--- src/rtl/core/assert_macros.svh ---
// Assertion helpers for the RTL. Both need i_clk in scope, the first also i_rst_n.
`ifndef ASSERT_MACROS_SVH
`define ASSERT_MACROS_SVH

// Same-cycle implication, checked outside reset.
`define FPCG_ASSERT_IMP(lbl, ante, cons) \
    lbl: assert property (@(posedge i_clk) disable iff (!i_rst_n) (ante) |-> (cons)) \
        else $error("fpcg: implication failed");

// Next-cycle implication, checked during reset as well.
`define FPCG_ASSERT_NXT(lbl, ante, cons) \
    lbl: assert property (@(posedge i_clk) (ante) |=> (cons)) \
        else $error("fpcg: next-cycle implication failed");

`endif

--- src/rtl/core/fpcg_div_cell.sv ---
`timescale 1ns / 1ps

// One step of a restoring divider: brings in one dividend bit, emits one quotient bit.
module fpcg_div_cell #(
    parameter int NUM_W = 27,
    parameter int QUO_W = 16
) (
    input  logic             i_clk,
    input  logic             i_rst_n,
    input  logic             i_en,
    input  logic             i_valid,
    input  logic [NUM_W-1:0] i_num,
    input  logic [11:0]      i_rem,
    input  logic [QUO_W-1:0] i_quo,
    input  logic [11:0]      i_div,
    output logic             o_valid,
    output logic [NUM_W-1:0] o_num,
    output logic [11:0]      o_rem,
    output logic [QUO_W-1:0] o_quo
);

    logic [12:0] w_trial;
    logic        w_ge;
    logic [12:0] w_diff;

    // Trial subtraction of the divisor from the shifted remainder.
    assign w_trial = {i_rem, i_num[NUM_W-1]};
    assign w_ge    = (w_trial >= {1'b0, i_div});
    assign w_diff  = w_trial - {1'b0, i_div};

    always_ff @(posedge i_clk) begin
        if (!i_rst_n) begin
            o_valid <= 1'b0;
        end else if (i_en) begin
            o_valid <= i_valid;
        end
    end

    always_ff @(posedge i_clk) begin
        if (i_en) begin
            o_num <= {i_num[NUM_W-2:0], 1'b0};
            o_rem <= w_ge ? w_diff[11:0] : w_trial[11:0];
            o_quo <= {i_quo[QUO_W-2:0], w_ge};
        end
    end

endmodule

--- config.mk ---
export PLATFORM = sky130hd
export DESIGN_NAME = fpcg_div_cell
export DESIGN_NICKNAME = d
export VERILOG_FILES = /design/src/rtl/core/assert_macros.svh /design/src/rtl/core/fpcg_div_cell.sv
export SDC_FILE = /design/constraint.sdc
export NUM_CORES = 1
export LEC_CHECK = 0
export BUFFER_PORTS_ARGS = -buffer_cell sky130_fd_sc_hd__buf_4
export CORE_ASPECT_RATIO = 1.2
export CORE_MARGIN = 2
export CORE_UTILIZATION = 45
export DETAILED_ROUTE_END_ITERATION = 6
export MAX_ROUTING_LAYER = met4
export PLACE_DENSITY = 0.83
export SLEW_MARGIN = 40
export SYNTH_ARGS = -nofsm -noshare
export SYNTH_HDL_FRONTEND = slang
export SYNTH_SLANG_ARGS = --single-unit
--- constraint.sdc ---
create_clock -name i_clk -period 3.2 [get_ports i_clk]
set_input_delay 0.32 -clock i_clk [delete_from_list [all_inputs] [get_ports i_clk]]
set_output_delay 0.32 -clock i_clk [all_outputs]
set_load 0.02 [all_outputs]
# Word-level counts from Yosys, hierarchy flattened
# Cells that the tools add are included.
# word_totals
inputBits,71
wordCells,7
out_inout_bits,56
ff_bits,55
# op_classes
n_lt_le_gt_ge,1
muxes,1
addsub,1
# ops
op,n
$ge 13x12->1,1
$mux 12,1
$sub 12x12->12,1

# Logic depth before layout (Yosys ltp)
# Gate-level depths: netlist of run 1.
# logic_depth
ltp_word,2
mapped_depth,9
ltp_nobuf,9

# Worst setup path before layout of run 1
# OpenSTA, ideal clock, no wires.
# synth_timing
path_type,input to register
start,input i_div[1]
end,register o_rem[10] (data pin)
slack_ns,0.627
arrival_ns,2.312
setup_ns,0.260
stages,9
n_path_buf,1
required_time_ns,2.940
cell_sequence,inv_1 ha_1 nor2b_4 o31a_1 o31a_1 o311a_4 nor4_4 buf_8 mux2_4
# synth_via
elab_chain_len,2
elab_cells_between_ends,3
classes_between,add/sub: 1; order compare: 1; mux: 1
# synth_rtl
item,line_no,text
"start, declared",fpcg_div_cell.sv:15,"input logic [11:0] i_div,"
$sub 12x12->12 / $ge 13x12->1 (equally long branches),"fpcg_div_cell.sv:29, fpcg_div_cell.sv:28",
$mux 12 *,fpcg_div_cell.sv:42,o_rem <= w_ge ? w_diff[11:0] : w_trial[11:0];
"end signal, assigned",fpcg_div_cell.sv:42,
"end, declared",fpcg_div_cell.sv:18,"output logic [11:0] o_rem,"
# Every way passes the cells marked *; elsewhere a longest branch is shown, timed or not.
# A chain may end at the register's enable or synchronous reset.

# Worst setup path after layout of run 1
# layout_timing
start,input i_rem[5]
end,register o_rem[3] (data pin)
# layout_via
elab_chain_len,2
# layout_rtl
item,line_no,text
"start, declared",fpcg_div_cell.sv:13,"input logic [11:0] i_rem,"
$ge 13x12->1,fpcg_div_cell.sv:28,"assign w_ge = (w_trial >= {1'b0, i_div});"
$mux 12,fpcg_div_cell.sv:42,
# No other way between the ends.

==> reports/results.ini, run 1 <==
[route]
antenna_left=0
dr.pass1.iters=4
num_vias=1860
drtIter0Drc=135
via_per_inst=5.181
routedWlPerCell_um=17.43
drt-total-wl_mm=6.259
drc=0

[clock_network]
cts_made_buffers=5
h-tree-depth=2
cts_resized=0
ctsLongestPathBuffers=2
cts_setup_buffers=0
clock_latency_ns=0.30
clkTransAtPathRegs_ns=0.10
postCtsHoldBufs=0
cts_tree=built
cts_root_buf=clkbuf_8
clock_sinks=55

[finish]
final_common_cell=buf_4
drive_above_1_share_pct=49.83
final_cell_mix=buf_4 (125), edfxtp_1 (54), inv_1 (15), ha_1 (12)
finalNetCount=380
fillers=396
syn_to_final_growth_pct=43.11
antennaDiodeCount=0

[timing]
slew_viol_final=0
finalCritPeriodShare_pct=77.83
fin_setup_tns_ns=0
layout_min_cycle_time_ns=2.491
hold_viol=0
setup_ws_ns=0.7094
worst_pin_slew_ns=0.6887
setup_viol_count_final=0
rsz0062_at_grt=false
skew_ns=0
fmax_mhz=401.5
slew_headroom_pct=54.09

[setup_path]
worst-setup-path-type=in -> reg
critPathMaxStageDelay_ns=0.42
cp.arrival_ns=2.55
required_ns=3.26
path_common_cell=buf_4
crit_family=compound AO/OA/AOI/OAI gates
path_buf_inv=2
start_kind=input port
cp_max_fo=13
crit_chain=buf_4, ha_1, a21oi_1, o211ai_1, o311a_4, nor4_4, buf_4, mux2_2
slowest_stage=o311a_4
crit_path_end_kind=flop

[yosys]
avgSynthCellArea_um2=15.12
syn_area_um2=2525
netlist.area_leader.share_pct=64.22
synthesis.yosys.warnings=0
ys_types=39
synth_area_leaders=edfxtp_1 (64%), ha_1 (5.9%), mux2_4 (4.2%)
seq_area_frac_synth_pct=65.01
synth-seq-cells=55
synthCells=167
yosys.area.top_type=edfxtp_1
syn_nets=251

[global_routing]
grt.total_usage_pct=20.19
grt_max_degree=56
antenna_found_initial=0
overflow=0
grt_pass1_wl_mm=9.108
grt_pass1_vias=1765

[power]
swShare_pct=27.25
seqPwrFrac_pct=50.7
p_comb_share_pct=26.5
p_int_w=0.001283
power_density_nw_per_um2=488.0
clockPowerShare_pct=22.9
irDropWorstVdd_uv=226.0
power.leakage_nw=1.598
switchingPower_w=0.0004806

[floorplanning]
design.die.area_um2=6229
dieWidth_um=72.38
start_util_pct=47.02
row_count=29
io_pins=127
die_h_um=86.06
core_area_um2=5370

[place]
port_buffers=124
place_congestion=0.7891
dp_hpwl_mm=4.925
dp_slack_ns=0.4058

[min_path]
hp-class=in -> reg

[run]
drv_cap=0

[run_status]
run_status=finished, final reports clean

## metal layers
layer	GRT usage [%]	vias up	wire, µm	share of wire, %
li1	-	877	-	-
met1	21.02	876	2174	35
met2	34.95	99	3274	52
met3	7.521	8	731	12
met4	6.734	0	79	1.3
met5	-	-	0	0
## per-stage QoR
step / hold slack, ns / total power (W) / instances / utilization, % / instance area [µm²]
floorplan: 0.4189 / 0.001164 / 167 / - / 2525
global placement: 0.4982 / 0.001361 / 351 / 65.45 / 3515
detailed placement: 0.4993 / 0.001380 / 351 / 65.45 / 3515
CTS: 0.1761 / 0.001779 / 359 / 67.29 / 3613
global route: 0.1662 / 0.001838 / 359 / 67.29 / 3613
finish: 0.1863 / 0.001764 / 359 / 67.29 / 3613
## cells in the mapped netlist, drive strengths merged
cell and number:
o221a 1, and2b 1, nor2b 6, edfxtp 54
clkbuf 1, nand2 4, o31ai 1, buf 2
fa 1, conb 1, a31o 1, nand3 9
o21bai 1, o211ai 1, a21oi 5, o311a 1
ha 12, o31a 2, dfxtp 1, a221oi 1
a22oi 1, inv 15, nor2 9, o2111a 1
o21ai 3, o21a 2, xnor2 5, mux2 10
mux2i 4, nor3 3, xor2 3, o41a 1
nor4 2, and3 1, a21boi 1
## sequential cells by signal (all words and copies together) (netlist names)
register,cells
o_num,26
o_quo,16
o_rem,12
o_valid,1
## cells by family after synthesis
group / Yosys count / share of synthesized area [%]
DFF: 55 / 65.02
and+or+nand+nor: 35 / 7.730
AOI/OAI and AO/OA: 23 / 7.235
adders and majority gates: 13 / 6.739
xor gates and xnor gates: 8 / 2.775
other: 1 / 0.1485
muxes: 14 / 7.086
buffers and inverters: 18 / 3.270
## worst paths after layout
check	startpoint	endpoint	slack, ns	cells after the start
max	i_rem[5]	o_rem[3]	0.71	8
min	i_num[11]	o_num[12]	0.19	1
max reg2reg	o_valid	o_valid	2.60	2
min reg2reg	o_valid	o_valid	0.54	2
## power by group through the flow
stage	Combinational (W)	Clock (W)	Sequential [W]
final	0.000467	0.000403	0.000894
after global placement	0.000453	0	0.000908
after global routing	0.000496	0.000440	0.000902
after detailed placement	0.000469	0	0.000911
after CTS	0.000469	0.000415	0.000895
after floorplan	0.000165	0	0.000999
## final cells by class
cell class	count	area, µm²	share of cell area, %
Timing Repair Buffer	125	938.4	25.97
Inverter	15	56.30	1.558
Clock inverter	2	16.27	0.4501
Tap cell	62	77.57	2.147
Multi-Input combinational cell	94	800.8	22.16
Clock buffer	6	82.58	2.285
Sequential cell	55	1642	45.43
(Power assumes the default switching activity.)
==> run 2, diff against run 1 <==
==> constraint.sdc (replaced) <==
create_clock -name i_clk -period 2.5 [get_ports i_clk]
set_input_delay 0.25 -clock i_clk [delete_from_list [all_inputs] [get_ports i_clk]]
set_output_delay 0.25 -clock i_clk [all_outputs]
set_load 0.02 [all_outputs]
==> run 2 against run 1 <==
Compared with the run above:
- total power grew 30%
- sequential cell count is the same
- critical path type unchanged
- clock skew is the same
- sequential power grew 29%
- clock power grew 28%
- critical path depth grew 1
- cell count grew 4.5%
- largest cell class unchanged
- largest power group unchanged
- global-route usage grew 0.79 points
- combinational power grew 34%
==> reports/results.ini, run 2 (synthesized netlist as in run 1, its figures left out) <==
[run_status]
run_status=finished, final reports clean

[finish]
multi_input_area_um2=800.8  ; unchanged
largest_reg_flops=26  ; unchanged
syn_to_final_growth_pct=47.87
finalNetCount=396  ; +4.2%
antennaDiodeCount=0  ; unchanged
final_cells=375  ; +4.5%
drive_above_1_share_pct=52.72  ; +2.9 points
final_cell_area_um2=3734  ; +3.3%
register_area_um2=1642  ; unchanged
fillers=376  ; -5.1%
largest_register=o_num
final_common_cell=buf_4
reg_top3=o_num: 26 flops, o_quo: 16 flops, o_rem: 12 flops
final_cell_mix=buf_4 (141), edfxtp_1 (54), inv_1 (14), ha_1 (12)

[global_routing]
grt_pass1_wl_mm=9.466  ; +3.9%
antenna_found_initial=0  ; unchanged
grt_pass1_vias=1896  ; +7.4%
grt.total_usage_pct=20.98  ; +0.79 points
overflow=0  ; unchanged
grt_max_degree=56  ; unchanged

[setup_path]
cp-startpoint=i_rem[0]
r2r_end=o_valid
worstRegToRegCells=2  ; unchanged
cp_max_fo=7  ; -6
worst-setup-path-type=in -> reg
required_ns=2.57  ; -0.69 ns
timing.rr.start=o_valid
cp.arrival_ns=2.35  ; -0.20 ns
start_kind=input port
crit_path_end_kind=flop
regToRegSetupSlack_ns=1.86  ; -0.74 ns

[floorplanning]
die_h_um=86.06  ; unchanged
start_util_pct=47.02  ; unchanged
dieWidth_um=72.38  ; unchanged
design.die.area_um2=6229  ; unchanged
io_pins=127  ; unchanged
row_count=29  ; unchanged
core_area_um2=5370  ; unchanged

[timing]
finalCritPeriodShare_pct=91.29
hold_viol=0  ; unchanged
rsz0062_at_grt=false
layout_min_cycle_time_ns=2.282
worst_hold_slack_ns=0.1119  ; -0.07440 ns
skew_ns=0  ; unchanged
slew_viol_final=0  ; unchanged
setup_viol_count_final=0  ; unchanged
worst_pin_slew_ns=0.6839  ; -0.004802 ns
fmax_mhz=438.2
slew_headroom_pct=54.41  ; +0.32 points

[min_path]
min_path_cells=1  ; unchanged
whs_endpoint=o_quo[6]
hold_start=i_quo[5]
hp-class=in -> reg

[clock_network]
cts_setup_buffers=0  ; unchanged
cts_resized=0  ; unchanged
clock_sinks=55  ; unchanged
postCtsHoldBufs=0  ; unchanged
clkTransAtPathRegs_ns=0.10  ; about the same
cts_tree=built
clock_latency_ns=0.30  ; about the same
cts_root_buf=clkbuf_8
cts_made_buffers=5  ; unchanged
ctsLongestPathBuffers=2  ; unchanged
h-tree-depth=2  ; unchanged

[place]
place_area_um2=3635  ; +3.4%
place_inst=367  ; +4.6%
port_buffers=124  ; unchanged
place_congestion=0.8401  ; +6.5%
dp_hpwl_mm=5.017  ; +1.9%

[route]
num_vias=1918  ; +3.1%
drt-total-wl_mm=6.308  ; +0.78%
dr.pass1.iters=5  ; +1
drtIter0Drc=106  ; -21%
via_per_inst=5.115  ; -1.3%
routedWlPerCell_um=16.82  ; -3.5%
drc=0  ; unchanged
antenna_left=0  ; unchanged

[power]
seqPwrFrac_pct=50.1  ; -0.6 points
p_int_w=0.001665  ; +30%
power.leakage_nw=1.677  ; +4.9%
irDropWorstVdd_uv=358.2  ; +59%
power_density_nw_per_um2=612.3  ; +25%
p_comb_share_pct=27.3  ; +0.8 points
switchingPower_w=0.0006207  ; +29%
swShare_pct=27.15  ; -0.097 points
clockPowerShare_pct=22.6  ; -0.3 points

[run]
drv_cap=0  ; unchanged

[run 2: cell count changes in the layout (fill, tap and decap cells not counted), sizes merged]
cell | previous run | this run
buf | 125 | 141
[run 2: how the worst max path moves through the flow]
stage,to,cells after the start,slack [ns]
CTS,o_rem[2],9,0.22
finish,o_rem[6],9,0.22
global placement,o_rem[2],9,-0.08
floorplan,o_rem[10],9,0.006
global route,o_rem[11],9,0.15
detailed placement,o_rem[2],9,-0.11
[run 2: metal layers]
metal | vias up | wire [µm] | GRT usage (%) | share of wire (%)
met4 | 0 | 121 | 7.576 | 1.9
li1 | 912 | - | - | -
met1 | 904 | 2304 | 23.34 | 37
met3 | 9 | 547 | 5.288 | 8.7
met2 | 93 | 3335 | 36.20 | 53
met5 | - | 0 | - | 0
[run 2: power by group through the flow]
stage / Sequential, W / Combinational (W) / Clock (W)
finish: 0.00115 / 0.000625 / 0.000516
global route: 0.00115 / 0.000670 / 0.000560
CTS: 0.00115 / 0.000628 / 0.000530
detailed placement: 0.00117 / 0.000627 / 0
global placement: 0.00116 / 0.000610 / 0
floorplan: 0.00128 / 0.000211 / 0
[run 2: cell type report]
cell class	instances	share of cell area, %
Clock buffer	6	2.212
Clock inverter	2	0.4357
Inverter	15	1.508
Multi-Input combinational cell	94	21.45
Sequential cell	55	43.97
Tap cell	62	2.078
Timing Repair Buffer	141	28.35
[run 2: per-stage QoR]
stage / power [W] / setup TNS [ns] / worst slack [ns] / utilization [%]
6_report: 0.002286 / 0 / 0.2179 / 69.52
5_1_grt: 0.002384 / 0 / 0.1504 / 69.52
4_1_cts: 0.002305 / 0 / 0.2235 / 69.52
3_5_place_dp: 0.001794 / -1.035 / -0.1131 / 67.68
3_3_place_gp: 0.001774 / -0.7048 / -0.07892 / 67.68
2_1_floorplan: 0.001490 / 0 / 0.005629 / -
[run 2: worst max-delay path: stages]
cell     delay, ns
buf_4         0.11
ha_1          0.29
nor2b_4       0.13
o31a_1        0.27
o31a_1        0.27
o311a_4       0.32
nor4_4        0.15
buf_4         0.23
mux2_4        0.31
==> run 3, diff against run 2 <==
--- a/config.mk
+++ b/config.mk
@@ -9,6 +9,7 @@
 export CORE_ASPECT_RATIO = 1.2
 export CORE_MARGIN = 2
 export CORE_UTILIZATION = 45
+export CTS_BUF_LIST = sky130_fd_sc_hd__clkbuf_16
 export DETAILED_ROUTE_END_ITERATION = 6
 export MAX_ROUTING_LAYER = met4
 export PLACE_DENSITY = 0.83
==> run 3 against run 2 <==
Compared with the run above:
- critical path depth unchanged
- sequential power is essentially flat
- hold slack improved by 0.026 ns
- count of clock-buffer cells in the layout down 1
- fmax is 1.5% lower
- non-clock buffer count did not move
- combinational power about the same
- critical endpoint is now o_rem[2]
- die area unchanged
- utilization grew 0.86 points
- highest routed layer unchanged
- clock power up 30%
- sequential share of layout area is 0.54 points lower
- cell area increased by 1.2%
==> reports/results.ini, run 3 (synthesized netlist as in run 1, its figures left out) <==
[setup_path]
regToRegSetupSlack_ns=1.85  ; about the same
worst-setup-path-type=in -> reg
required_ns=2.54  ; -0.03 ns
start_kind=input port
cp_max_fo=6  ; -1
cp.arrival_ns=2.36  ; about the same
timing.rr.start=o_valid
worstRegToRegCells=2  ; unchanged
r2r_end=o_valid
crit_path_end_kind=flop
cp-startpoint=i_rem[0]

[clock_network]
h-tree-depth=2  ; unchanged
cts_tree=built
cts_resized=0  ; unchanged
ctsLongestPathBuffers=2  ; unchanged
clock_sinks=55  ; unchanged
cts_root_buf=clkbuf_16
clkTransAtPathRegs_ns=0.07  ; -0.03 ns
cts_setup_buffers=0  ; unchanged
postCtsHoldBufs=0  ; unchanged
cts_made_buffers=5  ; unchanged
clock_latency_ns=0.28  ; -0.02 ns

[finish]
final_common_cell=buf_4
register_area_um2=1642  ; unchanged
final_cell_mix=buf_4 (141), edfxtp_1 (54), inv_1 (14), ha_1 (12)
final_cell_area_um2=3780  ; +1.2%
finalNetCount=396  ; unchanged
largest_register=o_num
largest_reg_flops=26  ; unchanged
fillers=365  ; -2.9%
drive_above_1_share_pct=52.40  ; -0.32 points
multi_input_area_um2=800.8  ; unchanged
antennaDiodeCount=0  ; unchanged
reg_top3=o_num: 26 flops, o_quo: 16 flops, o_rem: 12 flops
syn_to_final_growth_pct=49.70

[global_routing]
grt_use_met1_pct=24.75  ; +1.4 points
grt_max_degree=56  ; unchanged
grt_pass1_wl_mm=9.880  ; +4.4%
antenna_found_initial=0  ; unchanged
grt_most_used_layer=met2
grtUsageMet3_pct=5.405  ; +0.12 points
grt.total_usage_pct=21.77  ; +0.79 points
grt_pass1_vias=1936  ; +2.1%
overflow=0  ; unchanged
grt_util_met2_pct=37.53  ; +1.3 points

[route]
antenna_left=0  ; unchanged
drc=0  ; unchanged
routedWlPerCell_um=17.38  ; +3.3%
via_per_inst=5.208  ; +1.8%
dr.pass1.iters=4  ; -1
drtIter0Drc=109  ; +2.8%
drt-total-wl_mm=6.519  ; +3.3%
num_vias=1953  ; +1.8%

[floorplanning]
die_h_um=86.06  ; unchanged
start_util_pct=47.02  ; unchanged
row_count=29  ; unchanged
core_area_um2=5370  ; unchanged
design.die.area_um2=6229  ; unchanged
dieWidth_um=72.38  ; unchanged
io_pins=127  ; unchanged

[timing]
rsz0062_at_grt=false
slew_headroom_pct=54.78  ; +0.37 points
worst_pin_slew_ns=0.6783  ; -0.005569 ns
setup_viol_count_final=0  ; unchanged
skew_ns=0  ; unchanged
fmax_mhz=431.6  ; -1.5%
finalCritPeriodShare_pct=92.67  ; +1.4 points
slew_viol_final=0  ; unchanged
layout_min_cycle_time_ns=2.317  ; +0.03471 ns
worst_hold_slack_ns=0.1377  ; +0.02581 ns
hold_viol=0  ; unchanged

[min_path]
min_path_cells=1  ; unchanged
hp-class=in -> reg
hold_start=i_quo[14]
whs_endpoint=o_quo[15]

[power]
power.leakage_nw=1.697  ; +1.2%
irDropWorstVdd_uv=482.9  ; +35%
power_density_nw_per_um2=647.1  ; +5.7%

[place]
place_congestion=0.8401  ; unchanged
port_buffers=124  ; unchanged
place_area_um2=3635  ; unchanged
dp_hpwl_mm=5.017  ; unchanged

[run_status]
run_status=finished, final reports clean

[run]
drv_cap=0  ; unchanged

## run 3: per-layer routing
layer	wire length (µm)	share of wire (%)	up-vias
met1	2304	35	927
met5	0	0	-
met2	3464	53	100
met4	119	1.8	0
li1	-	-	918
met3	631	9.7	8
## run 3: how the worst max path moves through the flow
stage,to,slack (ns),depth (start not counted)
6_report,o_rem[2],0.18,9
5_1_grt,o_rem[11],0.12,9
4_1_cts,o_rem[2],0.19,9
3_5_place_dp,o_rem[2],-0.11,9
3_3_place_gp,o_rem[2],-0.08,9
2_1_floorplan,o_rem[10],0.006,9
## run 3: critical path: stages
cell     delay [ns]
buf_4          0.11
ha_1           0.29
nor2b_4        0.13
o31a_1         0.27
o31a_1         0.27
o311a_4        0.32
nor4_4         0.15
buf_4          0.21
mux2_2         0.34
## run 3: final cells by class
type,count,share of cell area (%)
Clock inverter,3,0.5296
Timing Repair Buffer,141,28.00
Inverter,15,1.490
Tap cell,62,2.052
Sequential cell,55,43.43
Multi-Input combinational cell,94,21.19
Clock buffer,5,3.310
## run 3: power breakdown
| group | switching, W | internal, W | total (W) | leakage (nW) |
|---|---|---|---|---|
| combinational | 0.000306 | 0.000321 | 0.000626 | 1.09 |
| clock | 0.000303 | 0.000370 | 0.000672 | 0.0674 |
| sequential | 0.0000278 | 0.00112 | 0.00115 | 0.537 |
## run 3: metrics by stage
| stage | std cells | utilization (%) | total power, W | TNS [ns] | setup slack (ns) |
|---|---|---|---|---|---|
| global placement | 367 | 67.68 | 0.001774 | -0.7048 | -0.07892 |
| global route | 375 | 70.39 | 0.002547 | 0 | 0.1160 |
| CTS | 375 | 70.39 | 0.002463 | 0 | 0.1899 |
| finish | 375 | 70.39 | 0.002446 | 0 | 0.1832 |
| detailed placement | 367 | 67.68 | 0.001794 | -1.035 | -0.1131 |
| floorplan | 167 | - | 0.001490 | 0 | 0.005629 |
